--- src/design/mtfc_pkg.sv ---
package mtfc_pkg;

    localparam int unsigned QUEUE_DEPTH = 2;
    localparam int unsigned QPTR_W      = $clog2(QUEUE_DEPTH);
    localparam int unsigned QCNT_W      = $clog2(QUEUE_DEPTH + 1);

    localparam logic [1:0] KIND_BTN1   = 2'd0;
    localparam logic [1:0] KIND_BTN2   = 2'd1;
    localparam logic [1:0] KIND_SAMPLE = 2'd2;

    localparam logic [15:0] HOLD_RESET     = 16'd3000;
    localparam logic [6:0]  SETPOINT_RESET = 7'd99;
    localparam logic [6:0]  SHOWN_MAX      = 7'd99;
    localparam logic [3:0]  DIGIT_BLANK    = 4'd10;

    // led bit order: red, green, blue
    localparam logic [2:0] LED_NONE  = 3'b000;
    localparam logic [2:0] LED_RED   = 3'b100;
    localparam logic [2:0] LED_GREEN = 3'b010;
    localparam logic [2:0] LED_BLUE  = 3'b001;

    typedef enum logic [1:0] {
        MODE_OFF    = 2'd0,
        MODE_MOTION = 2'd1,
        MODE_THERMO = 2'd2
    } mode_t;

    typedef struct packed {
        logic [1:0]  kind;
        logic        motion_seen;
        logic [11:0] temp_code;
        logic [11:0] speed_knob;
        logic [11:0] setpoint_knob;
        logic [31:0] now_ms;
    } in_t;

    typedef struct packed {
        logic [6:0] fan_duty;
        logic       led_red;
        logic       led_green;
        logic       led_blue;
        logic [3:0] tens_digit;
        logic [3:0] ones_digit;
        logic [1:0] mode;
        logic [6:0] setpoint;
        logic [8:0] temp_f;
    } out_t;

    // classified word handed from front to back
    typedef struct packed {
        logic [1:0]  kind;
        logic        motion_seen;
        logic [31:0] now_ms;
        logic [8:0]  temp_val;
        logic [6:0]  sp_val;
        logic [6:0]  duty_val;
    } item_t;

endpackage

--- src/design/mtfc_front.sv ---
module mtfc_front (
    input  mtfc_pkg::in_t   in_data,
    output mtfc_pkg::item_t item
);

    logic [21:0] temp_prod;
    logic [21:0] temp_diff;
    logic [8:0]  temp_val;
    logic [12:0] knob_inv;
    logic [18:0] sp_num;
    logic [6:0]  sp_q0;
    logic [12:0] sp_rem;
    logic [6:0]  sp_val;
    logic [11:0] speed_inv;
    logic [30:0] duty_num;

    // temp = floor((2437120 - 891*code) / 8192), clamped at zero
    assign temp_prod = {10'd0, in_data.temp_code} * 22'd891;
    assign temp_diff = 22'd2437120 - temp_prod;
    assign temp_val  = (temp_prod > 22'd2437120) ? 9'd0 : temp_diff[21:13];

    // divide by 4095: estimate by 4096, then one correction step
    assign knob_inv = 13'd4125 - {1'b0, in_data.setpoint_knob};
    assign sp_num   = {6'd0, knob_inv} * 19'd99;
    assign sp_q0    = sp_num[18:12];
    assign sp_rem   = {1'b0, sp_num[11:0]} + {6'd0, sp_q0};
    assign sp_val   = (sp_rem >= 13'd4095) ? sp_q0 + 7'd1 : sp_q0;

    // duty = (100*2200*4096 + 189500*(4095-knob)) >> 24
    assign speed_inv = 12'd4095 - in_data.speed_knob;
    assign duty_num  = 31'd901120000 + {19'd0, speed_inv} * 31'd189500;

    always_comb
    begin
        item.kind        = in_data.kind;
        item.motion_seen = in_data.motion_seen;
        item.now_ms      = in_data.now_ms;
        item.temp_val    = temp_val;
        item.sp_val      = sp_val;
        item.duty_val    = duty_num[30:24];
    end

endmodule

--- src/design/mtfc_queue.sv ---
module mtfc_queue (
    input  logic            clk,
    input  logic            rst_n,
    input  logic            push,
    input  mtfc_pkg::item_t push_item,
    output logic            full,
    input  logic            pop,
    output logic            not_empty,
    output mtfc_pkg::item_t head
);

    mtfc_pkg::item_t                    slot_reg [mtfc_pkg::QUEUE_DEPTH];
    logic [mtfc_pkg::QPTR_W-1:0]        wr_ptr_reg;
    logic [mtfc_pkg::QPTR_W-1:0]        wr_ptr_next;
    logic [mtfc_pkg::QPTR_W-1:0]        rd_ptr_reg;
    logic [mtfc_pkg::QPTR_W-1:0]        rd_ptr_next;
    logic [mtfc_pkg::QCNT_W-1:0]        count_reg;
    logic [mtfc_pkg::QCNT_W-1:0]        count_next;

    assign full      = (count_reg == mtfc_pkg::QCNT_W'(mtfc_pkg::QUEUE_DEPTH));
    assign not_empty = (count_reg != '0);
    assign head      = slot_reg[rd_ptr_reg];

    always_comb
    begin
        wr_ptr_next = wr_ptr_reg;
        rd_ptr_next = rd_ptr_reg;
        count_next  = count_reg;
        if (push)
        begin
            wr_ptr_next = (wr_ptr_reg == mtfc_pkg::QPTR_W'(mtfc_pkg::QUEUE_DEPTH - 1))
                          ? '0 : wr_ptr_reg + 1'b1;
        end
        if (pop)
        begin
            rd_ptr_next = (rd_ptr_reg == mtfc_pkg::QPTR_W'(mtfc_pkg::QUEUE_DEPTH - 1))
                          ? '0 : rd_ptr_reg + 1'b1;
        end
        if (push && !pop)
        begin
            count_next = count_reg + 1'b1;
        end
        else if (pop && !push)
        begin
            count_next = count_reg - 1'b1;
        end
    end

    always_ff @(posedge clk or negedge rst_n)
    begin
        if (!rst_n)
        begin
            wr_ptr_reg <= '0;
            rd_ptr_reg <= '0;
            count_reg  <= '0;
        end
        else
        begin
            wr_ptr_reg <= wr_ptr_next;
            rd_ptr_reg <= rd_ptr_next;
            count_reg  <= count_next;
        end
    end

    always_ff @(posedge clk)
    begin
        if (push)
        begin
            slot_reg[wr_ptr_reg] <= push_item;
        end
    end

endmodule

--- src/design/mtfc_back.sv ---
module mtfc_back (
    input  logic            clk,
    input  logic            rst_n,
    input  logic            cfg_valid,
    input  logic [15:0]     cfg_data,
    input  logic            q_valid,
    input  mtfc_pkg::item_t q_item,
    output logic            q_pop,
    output logic            out_valid,
    input  logic            out_ready,
    output mtfc_pkg::out_t  out_data
);

    mtfc_pkg::mode_t mode_reg;
    mtfc_pkg::mode_t mode_next;
    logic            editing_reg;
    logic            editing_next;
    logic            fan_reg;
    logic            fan_next;
    logic [31:0]     deadline_reg;
    logic [31:0]     deadline_next;
    logic [6:0]      setpoint_reg;
    logic [6:0]      setpoint_next;
    logic [8:0]      temp_reg;
    logic [8:0]      temp_next;
    logic [6:0]      shown_reg;
    logic [6:0]      shown_next;
    logic [2:0]      led_reg;
    logic [2:0]      led_next;
    logic [6:0]      duty_reg;
    logic [6:0]      duty_next;
    logic [15:0]     hold_reg;
    logic            out_valid_reg;
    mtfc_pkg::out_t  out_reg;
    mtfc_pkg::out_t  out_next;
    logic [14:0]     tens_prod;
    logic [3:0]      tens_raw;
    logic [3:0]      ones_raw;

    assign q_pop     = q_valid && (!out_valid_reg || out_ready);
    assign out_valid = out_valid_reg;
    assign out_data  = out_reg;

    // mode sequence on button one
    always_comb
    begin
        mode_next = mode_reg;
        if (q_pop && q_item.kind == mtfc_pkg::KIND_BTN1)
        begin
            unique case (mode_reg)
                mtfc_pkg::MODE_OFF:    mode_next = mtfc_pkg::MODE_MOTION;
                mtfc_pkg::MODE_MOTION: mode_next = mtfc_pkg::MODE_THERMO;
                default:               mode_next = mtfc_pkg::MODE_OFF;
            endcase
        end
    end

    // datapath state and result word
    always_comb
    begin
        editing_next  = editing_reg;
        fan_next      = fan_reg;
        deadline_next = deadline_reg;
        setpoint_next = setpoint_reg;
        temp_next     = temp_reg;
        shown_next    = shown_reg;
        led_next      = led_reg;
        duty_next     = duty_reg;
        if (q_pop)
        begin
            unique case (q_item.kind)
                mtfc_pkg::KIND_BTN1:
                begin
                    unique case (mode_reg)
                        mtfc_pkg::MODE_OFF:
                        begin
                            led_next = mtfc_pkg::LED_GREEN;
                        end
                        mtfc_pkg::MODE_MOTION:
                        begin
                            fan_next = (temp_reg >= {2'b00, setpoint_reg});
                            led_next = mtfc_pkg::LED_BLUE;
                        end
                        default:
                        begin
                            fan_next = 1'b0;
                            led_next = mtfc_pkg::LED_NONE;
                        end
                    endcase
                end
                mtfc_pkg::KIND_BTN2:
                begin
                    editing_next = (mode_reg == mtfc_pkg::MODE_THERMO) && !editing_reg;
                end
                mtfc_pkg::KIND_SAMPLE:
                begin
                    if (!editing_reg)
                    begin
                        temp_next  = q_item.temp_val;
                        shown_next = (q_item.temp_val > {2'b00, mtfc_pkg::SHOWN_MAX})
                                     ? mtfc_pkg::SHOWN_MAX : q_item.temp_val[6:0];
                    end
                    else if (mode_reg == mtfc_pkg::MODE_THERMO)
                    begin
                        setpoint_next = q_item.sp_val;
                        shown_next    = q_item.sp_val;
                    end
                    if (mode_reg == mtfc_pkg::MODE_MOTION)
                    begin
                        if (q_item.motion_seen)
                        begin
                            fan_next      = 1'b1;
                            led_next      = mtfc_pkg::LED_GREEN;
                            deadline_next = q_item.now_ms + {16'd0, hold_reg};
                        end
                        else if (q_item.now_ms > deadline_reg)
                        begin
                            fan_next = 1'b0;
                            led_next = mtfc_pkg::LED_RED;
                        end
                    end
                    if (mode_reg == mtfc_pkg::MODE_THERMO)
                    begin
                        fan_next = (temp_next >= {2'b00, setpoint_next});
                        led_next = fan_next ? (mtfc_pkg::LED_BLUE | mtfc_pkg::LED_GREEN)
                                            : mtfc_pkg::LED_BLUE;
                    end
                    duty_next = fan_next ? q_item.duty_val : 7'd0;
                end
                default:
                begin
                end
            endcase
        end
    end

    // split the shown value into digits: v/10 == (v*205)>>11 below 179
    assign tens_prod = {8'd0, shown_next} * 15'd205;
    assign tens_raw  = tens_prod[14:11];
    assign ones_raw  = 4'(shown_next - {3'd0, tens_raw} * 7'd10);

    always_comb
    begin
        out_next.fan_duty   = duty_next;
        out_next.led_red    = led_next[2];
        out_next.led_green  = led_next[1];
        out_next.led_blue   = led_next[0];
        out_next.tens_digit = tens_raw;
        out_next.ones_digit = ones_raw;
        if (tens_raw == 4'd0)
        begin
            out_next.tens_digit = mtfc_pkg::DIGIT_BLANK;
            if (ones_raw == 4'd0)
            begin
                out_next.ones_digit = mtfc_pkg::DIGIT_BLANK;
            end
        end
        out_next.mode     = mode_next;
        out_next.setpoint = setpoint_next;
        out_next.temp_f   = temp_next;
    end

    always_ff @(posedge clk or negedge rst_n)
    begin
        if (!rst_n)
        begin
            mode_reg      <= mtfc_pkg::MODE_OFF;
            editing_reg   <= 1'b0;
            fan_reg       <= 1'b0;
            deadline_reg  <= '0;
            setpoint_reg  <= mtfc_pkg::SETPOINT_RESET;
            temp_reg      <= '0;
            shown_reg     <= '0;
            led_reg       <= mtfc_pkg::LED_NONE;
            duty_reg      <= '0;
            hold_reg      <= mtfc_pkg::HOLD_RESET;
            out_valid_reg <= 1'b0;
        end
        else
        begin
            mode_reg     <= mode_next;
            editing_reg  <= editing_next;
            fan_reg      <= fan_next;
            deadline_reg <= deadline_next;
            setpoint_reg <= setpoint_next;
            temp_reg     <= temp_next;
            shown_reg    <= shown_next;
            led_reg      <= led_next;
            duty_reg     <= duty_next;
            if (cfg_valid)
            begin
                hold_reg <= cfg_data;
            end
            if (q_pop)
            begin
                out_valid_reg <= 1'b1;
            end
            else if (out_ready)
            begin
                out_valid_reg <= 1'b0;
            end
        end
    end

    always_ff @(posedge clk)
    begin
        if (q_pop)
        begin
            out_reg <= out_next;
        end
    end

endmodule

--- src/design/motion_thermostat_fan_controller.sv ---
// channel | signals                        | word
// --------+--------------------------------+---------------------------
// in      | in_valid / in_ready / in_data  | mtfc_pkg::in_t
// out     | out_valid / out_ready / out_data | mtfc_pkg::out_t
// cfg     | cfg_valid / cfg_ready / cfg_data | hold_time_ms, 16 bit
//
// One word per cycle sustained while out_ready is high; a result is valid
// after its word passes the front arithmetic into the two-entry queue, then
// the back state update into the output register. cfg_ready is always high.
// Reset clears mode, queue and output valid; no clearing pass.
// A stalled output stops the back; the queue absorbs two words before
// in_ready drops.
module motion_thermostat_fan_controller (
    input  logic           clk,
    input  logic           rst_n,
    input  logic           in_valid,
    output logic           in_ready,
    input  mtfc_pkg::in_t  in_data,
    output logic           out_valid,
    input  logic           out_ready,
    output mtfc_pkg::out_t out_data,
    input  logic           cfg_valid,
    output logic           cfg_ready,
    input  logic [15:0]    cfg_data
);

    mtfc_pkg::item_t front_item;
    mtfc_pkg::item_t head_item;
    logic            q_full;
    logic            q_not_empty;
    logic            q_pop;

    assign in_ready  = !q_full;
    assign cfg_ready = 1'b1;

    mtfc_front u_front (
        .in_data (in_data),
        .item    (front_item)
    );

    mtfc_queue u_queue (
        .clk       (clk),
        .rst_n     (rst_n),
        .push      (in_valid && !q_full),
        .push_item (front_item),
        .full      (q_full),
        .pop       (q_pop),
        .not_empty (q_not_empty),
        .head      (head_item)
    );

    mtfc_back u_back (
        .clk       (clk),
        .rst_n     (rst_n),
        .cfg_valid (cfg_valid),
        .cfg_data  (cfg_data),
        .q_valid   (q_not_empty),
        .q_item    (head_item),
        .q_pop     (q_pop),
        .out_valid (out_valid),
        .out_ready (out_ready),
        .out_data  (out_data)
    );

    a_off_dark: assert property (@(posedge clk) disable iff (!rst_n)
        out_valid && out_data.mode == mtfc_pkg::MODE_OFF |->
            !out_data.led_red && !out_data.led_green && !out_data.led_blue)
        else $error("LED lit in off mode");

    a_thermo_blue: assert property (@(posedge clk) disable iff (!rst_n)
        out_valid && out_data.mode == mtfc_pkg::MODE_THERMO |->
            out_data.led_blue && !out_data.led_red)
        else $error("thermostat mode without blue LED");

    a_duty_range: assert property (@(posedge clk) disable iff (!rst_n)
        out_valid |-> out_data.fan_duty <= 7'd100 && out_data.setpoint <= 7'd99)
        else $error("duty or set-point out of range");

endmodule

--- config.mk ---
export PLATFORM = sky130hd
export DESIGN_NAME = motion_thermostat_fan_controller
export DESIGN_NICKNAME = d
export VERILOG_FILES = /design/src/design/mtfc_pkg.sv /design/src/design/mtfc_front.sv /design/src/design/mtfc_queue.sv /design/src/design/mtfc_back.sv /design/src/design/motion_thermostat_fan_controller.sv
export SDC_FILE = /design/constraint.sdc
export NUM_CORES = 1
export LEC_CHECK = 0
export ABC_CLOCK_PERIOD_IN_PS = 9500
export BUFFER_PORTS_ARGS = -buffer_cell sky130_fd_sc_hd__buf_2
export CORE_UTILIZATION = 40
export DETAILED_ROUTE_END_ITERATION = 8
export GPL_TIMING_DRIVEN = 0
export PLACE_DENSITY = 0.57
export SLEW_MARGIN = 20
export SYNTH_ARGS = -nofsm -noshare
export SYNTH_HDL_FRONTEND = slang
export SYNTH_SLANG_ARGS = --single-unit
export TNS_END_PERCENT = 30
--- constraint.sdc ---
create_clock -name clk -period 9.5 [get_ports clk]
set_input_delay 0.475 -clock clk [delete_from_list [all_inputs] [get_ports clk]]
set_output_delay 0.475 -clock clk [all_outputs]
set_load 0.05 [all_outputs]
# --- Yosys cells after proc, flatten, opt, wreduce, memory -nomap -nowiden ---
# Memory sizes are Yosys's and may differ from the RTL's.
# Cells that the tools add are included.
totals:
  output_inout_bits: 39
  register_bits: 126
  word_cells: 125
  mem_count: 1
  inputBits: 92
  ramBits: 116
op_classes:
  mul: 5
  reduce_logical: 23
  n_lt_le_gt_ge: 6
  eq_ne: 6
  muxes: 49
  addsub: 12
memory_table:
  columns: ["memory", "words", "word_bits", "rd", "rd_clocked_by_memory_dff", "wr", "line", "source"]
  rows:
  - ["u_queue.slot_reg", 2, 58, 1, 0, 1, "mtfc_queue.sv:12", "mtfc_pkg::item_t slot_reg [mtfc_pkg::QUEUE_DEPTH];"]
op_table:
  columns: ["operator", "count"]
  rows:
  - ["7-bit two-way mux", 15]
  - ["9-bit two-way mux", 6]
  - ["32-bit by 16-bit adder with 32-bit output", 1]
  - ["32-bit greater-than comparator", 1]
  - ["30-bit by 30-bit adder with 31-bit output (first input constant)", 1]
  - ["12-bit by 16-bit multiplier with 28-bit output (second input constant)", 1]
  - ["22-bit greater-than comparator (second input constant)", 1]
  - ["12-bit by 10-bit multiplier with 22-bit output (second input constant)", 1]
  - ["22-bit subtractor (first input constant)", 1]
  - ["13-bit by 7-bit multiplier with 19-bit output (second input constant)", 1]
  - ["9-bit by 7-bit greater-or-equal comparator with 1-bit output", 2]
  - ["7-bit by 8-bit multiplier with 15-bit output (second input constant)", 1]
  - ["3-bit two-way mux", 5]
  - ["12-bit by 7-bit adder with 13-bit output", 1]
  - ["13-bit by 12-bit greater-or-equal comparator with 1-bit output (second input constant)", 1]
  - ["13-bit by 12-bit subtractor with 13-bit output (first input constant)", 1]
  - ["1-bit two-way mux", 12]
  - ["12-bit subtractor (first input constant)", 1]
  - ["9-bit by 7-bit greater-than comparator with 1-bit output (second input constant)", 1]
  - ["4-bit zero test", 2]
  - ["2-bit two-way mux", 4]
  - ["4-bit two-way mux", 2]
  - ["2-bit one-hot mux with 2 select lines", 2]
  - ["2-bit nonzero test", 4]
  - ["other kinds (18)", 33]

# --- Depth between registers and ports, before layout ---
logic_depth:
  ltp_word: 12
  ltp_mapped: 33
  mapped_depth_nobuf: 32

# --- Cells and area by module ---
# A second synthesis with hierarchy kept.
unflattened:
  cells_unflattened: 2060
  area_unflattened_um2: 21839.7
by_module_without_submodules:
  columns: ["mod", "seq_area_each_um2", "area_each_um2", "instances", "cells_per_inst"]
  rows:
  - ["mtfc_front", 0.0, 9454.1, 1, 1076]
  - ["mtfc_back", 3246.9, 7943.9, 1, 783]
  - ["mtfc_queue", 3583.4, 4420.5, 1, 197]
  - ["motion_thermostat_fan_controller", 0.0, 21.3, 1, 4]

# --- Least setup slack after synthesis ---
# Ideal clock, no wire load.
synth_path:
  path_kind: "register to register"
  startpoint: "register u_queue.rd_ptr_reg"
  endpoint: "register u_back.out_reg, in the netlist u_back.out_data[21], data pin"
  path_stages_with_launch: 30
  path_buffers: 6
  arrival_ns: 7.096
  setup_ns: 0.263
  required_ns: 9.237
  synth_period_minus_slack_ns: 7.358
  path_slack_ns: 2.142
  cell_sequence: "dfrtp_1 > buf_2 > buf_1 > buf_1 > buf_1 > clkbuf_1 > clkbuf_1 > mux2i_1 > nor2_1 > a21oi_1 > o21ai_0 > ha_1 > inv_1 > fa_1 > inv_1 > ha_1 > fa_1 > ha_1 > a21o_1 > a41oi_1 > o21ai_1 > a31o_2 > xor2_1 > ha_1 > inv_1 > fa_1 > xnor2_1 > xor2_1 > xnor2_1 > o21ai_0"
synth_lines:
  columns: ["item", "line", "source"]
  rows:
  - ["from (decl)", "mtfc_queue.sv:15", "logic [mtfc_pkg::QPTR_W-1:0] rd_ptr_reg;"]
  - ["from (signal assigned)", "mtfc_queue.sv:60", "rd_ptr_reg <= rd_ptr_next;"]
  - ["to (signal assigned)", "mtfc_back.sv:209", "out_reg <= out_next;"]
  - ["to (decl)", "mtfc_back.sv:34", "mtfc_pkg::out_t out_reg;"]

==> results.md <==
* Die height at 231 µm
* Mapped Nets at 2541
* Via density at 5.17
* Synth Warn # at 0
* Share of flip-flops with an asynchronous set or reset at 0.372
* Seq/Total Area, Yosys at 0.324
* Core Rows at 83
* CTS tree: built
* CTS buffer count at 27
* Post-Synth XOR/XNOR Area at 0.0499
* Placed cell areas at 0.0227 mm²
* DRT Wirelength at 47.5 mm
* Post-Synth Simple-Gate Area at 0.0927
* Iteration-0 DRC Markers at 625
* Setup crit end: u_back.out_data[21]
* Kind of critical path: reg -> reg
* Fillers at 4879
* Dpl hpwl at 37.9 mm
* Clock net sink count at 242
* Final Skew at 0.00694 ns
* Antenna Violating Nets Remaining at 0
* Actual slew at the worst max-slew pin at 1.04 ns
* CP Capture Type: register
* Worst path required time at 9.77 ns
* Arr. time, crit path at 9.20 ns
* Vias in the first global route at 15350
* Starting density of the core at 0.408
* Number of synthesized register bits at 242
* Nets@finish at 2703
* Crit-path most repeated cell: ha_1
* Most used DFF post-synth: edfxtp_1
* Total grt overflow at 0
* Multiplexer share of the synthesized area at 0.0448
* Post-Layout Inst Area at 0.0235 mm²
* Length in cells of the worst reg-to-reg path at 29
* Total GRT Usage at 0.181
* Synth Area in Adders at 0.308
* Synth-to-layout area growth at 11.8%
* Synthesized area at 0.0211 mm²
* RR Startpoint: u_queue.rd_ptr_reg
* Layout cells sized above 1 at 0.128
* Main combinational cell family by area after synthesis: adder cells
* Mapped Cells at 2004
* Hold crit path type: in -> reg
* Fmax at 112 MHz
* Slowest Stage Delay on Critical Path at 0.73 ns
* Max-slew headroom at 0.296
* Root buf cell: clkbuf_16
* Synthesized area per cell at 10.5 µm²
* Largest net degree at the start of global routing at 73
* Final Hold Fails at 0
* Routed WL per cell at 16.6 µm
* RSZ-0062 raised after global routing: no
* Total of max-cap violations at 0
* Area occupied by multi-input gates at 0.0129 mm²
* Clock slew seen by the registers of the worst setup and hold paths at 0.06 ns
* Synth unique cells at 90
* Htree depth at 1
* Final period utilization at 0.940
* Max reg flops at 116
* EDFF count, synth at 152
* Status: finished clean
* Die ar. at 0.0536 mm²
* Initial antenna violation count at 3
* Register area at 0.00683 mm²
* Clock latency on the worst-skew pair at 0.53 ns
* CP Launch Type: register
* RR Endpoint: u_back.out_data[21]
* Slowest cell on crit path: clkdlybuf4s15_1
* # port buffers at 127
* First-pass GRT wire length at 77.8 mm
* DIE WIDTH at 231 µm
* Post-layout min period at 8.93 ns
* CORE AREA at 0.0516 mm²
* Vias at 14836
* Longest Clk Path Bufs at 3
* GPL Wtd Cong at 0.879
* Drt drc at 0
* CP startpoint: u_queue.rd_ptr_reg
* Slew Limit Fails at 0
* R2R setup slack at 0.57 ns
* Final setup viols at 0
* Critical path peak fanout at 10
* Drt pass-1 iters at 5
* Top Ports at 131
* Compound-gate portion of the synthesized area at 0.117
[what timing repair did]
action / 4_1_cts / 5_1_grt
hold buffers: 1 / 0
endpoints found under the hold margin: 16 / 0
resized for setup: 2 / 2
setup endpoints to repair: 1 / 1
setup buffers: 0 / 0
[synth_stat cells, drive strengths merged (15+ instances only)]
master  number  share of area
fa         123           0.12
inv        313          0.056
dfrtp       79          0.094
and2        15         0.0045
a21o        38          0.014
xor2        43          0.018
nand2      111          0.020
nor2b       21         0.0062
ha         322           0.19
nor2        90          0.016
edfxtp     152           0.22
nand2b      25         0.0074
clkbuf      23         0.0041
and3        16         0.0048
nor3        30         0.0071
nand3       25         0.0059
mux2        62          0.033
a21oi       86          0.021
xnor2       77          0.032
mux2i       24          0.011
o21ai      107          0.025
[metrics by stage]
| stage | TNS (ns) | hold slack (ns) | worst slack (ns) | instances | utilization |
|---|---|---|---|---|---|
| final | 0 | 0.134 | 0.567 | 2867 | 0.456 |
| after global routing | 0 | 0.119 | 0.0742 | 2867 | 0.456 |
| after CTS | 0 | 0.110 | 0.259 | 2866 | 0.456 |
| after detailed placement | -0.288 | 0.337 | -0.288 | 2816 | 0.439 |
| after global placement | -0.223 | 0.463 | -0.223 | 2811 | 0.437 |
| after floorplan | 0 | 0.179 | 2.14 | 2004 | - |
[cells in the final DEF, fill, tap and decap left out, types with 10 or more instances in the layout]
master     count
dfstp_2       11
and3_1        15
mux2i_1       24
and2_1        15
nand4_1       14
a211oi_1      14
ha_1         322
xnor2_1       77
nor2_1        89
o21ai_0       97
mux2_2        61
edfxtp_1     152
xor2_1        43
dfrtp_1       79
o31ai_1       12
o21a_1        14
nor3_1        30
fa_1         123
inv_1        312
buf_2        127
a31oi_1       11
nor2b_1       21
o21ai_1       10
or3_1         10
a21o_1        38
nand2_1      110
clkbuf_16     27
nand2b_1      25
a21oi_1       85
clkbuf_1      31
nand3_1       25
[logic make-up (layout without fill, tap and decap cells)]
kind of cell | Yosys count | after routing
AO/OA/AOI/OAI | 371 | 371
flip-flops | 242 | 242
AND/OR/NAND/NOR | 394 | 394
buffers and inverters | 345 | 527
multiplexers | 86 | 86
adder cells (fa/ha/maj) | 445 | 445
other | 1 | 2
XOR/XNOR | 120 | 120
[metal layers]
metal,routed length (µm),up-vias,track usage
met2,23300,253,0.321
met1,21500,7211,0.235
li1,-,7309,-
met5,0,-,0
met3,1810,63,0.0204
met4,965,0,0.0373
[worst min path at each step]
stage                       startpoint                      end  slack (ns)  cells past startpoint
2_1_floorplan                    rst_n   u_back.deadline_reg[0]        0.18                      0
3_3_place_gp   u_back.deadline_reg[25]  u_back.deadline_reg[25]        0.46                      2
3_5_place_dp                     rst_n       u_back.hold_reg[2]        0.34                      1
4_1_cts                     in_data[4]  u_queue.slot_reg[1][27]        0.11                      1
5_1_grt                     in_data[4]  u_queue.slot_reg[0][27]        0.12                      1
6_report                   in_data[21]  u_queue.slot_reg[1][44]        0.13                      1
[area by class of cell]
type,instances,share of cell area
inverters,314,0.0501
plain buffers,31,0.00606
clock inverters,11,0.00457
repair buffers,133,0.0329
well taps,680,0.0361
multi-input cells,1417,0.549
flip-flops and latches,242,0.290
clock buffers,38,0.0309
diodes,1,0.000106
[critical path: cells and delay by family, from the launching register on]
family | cells | cell delay (ns)
buffers and inverters | 9 | 3.04
xor gates and xnor gates | 4 | 0.84
adders and majority gates | 7 | 2.50
and+or+nand+nor | 1 | 0.16
DFF | 1 | 0.36
muxes | 1 | 0.13
AOI/OAI and AO/OA | 7 | 1.60
Power is left out: the tool's default activity adds up to more than one toggle a clock period on the data nets, which glitch-free logic cannot reach.
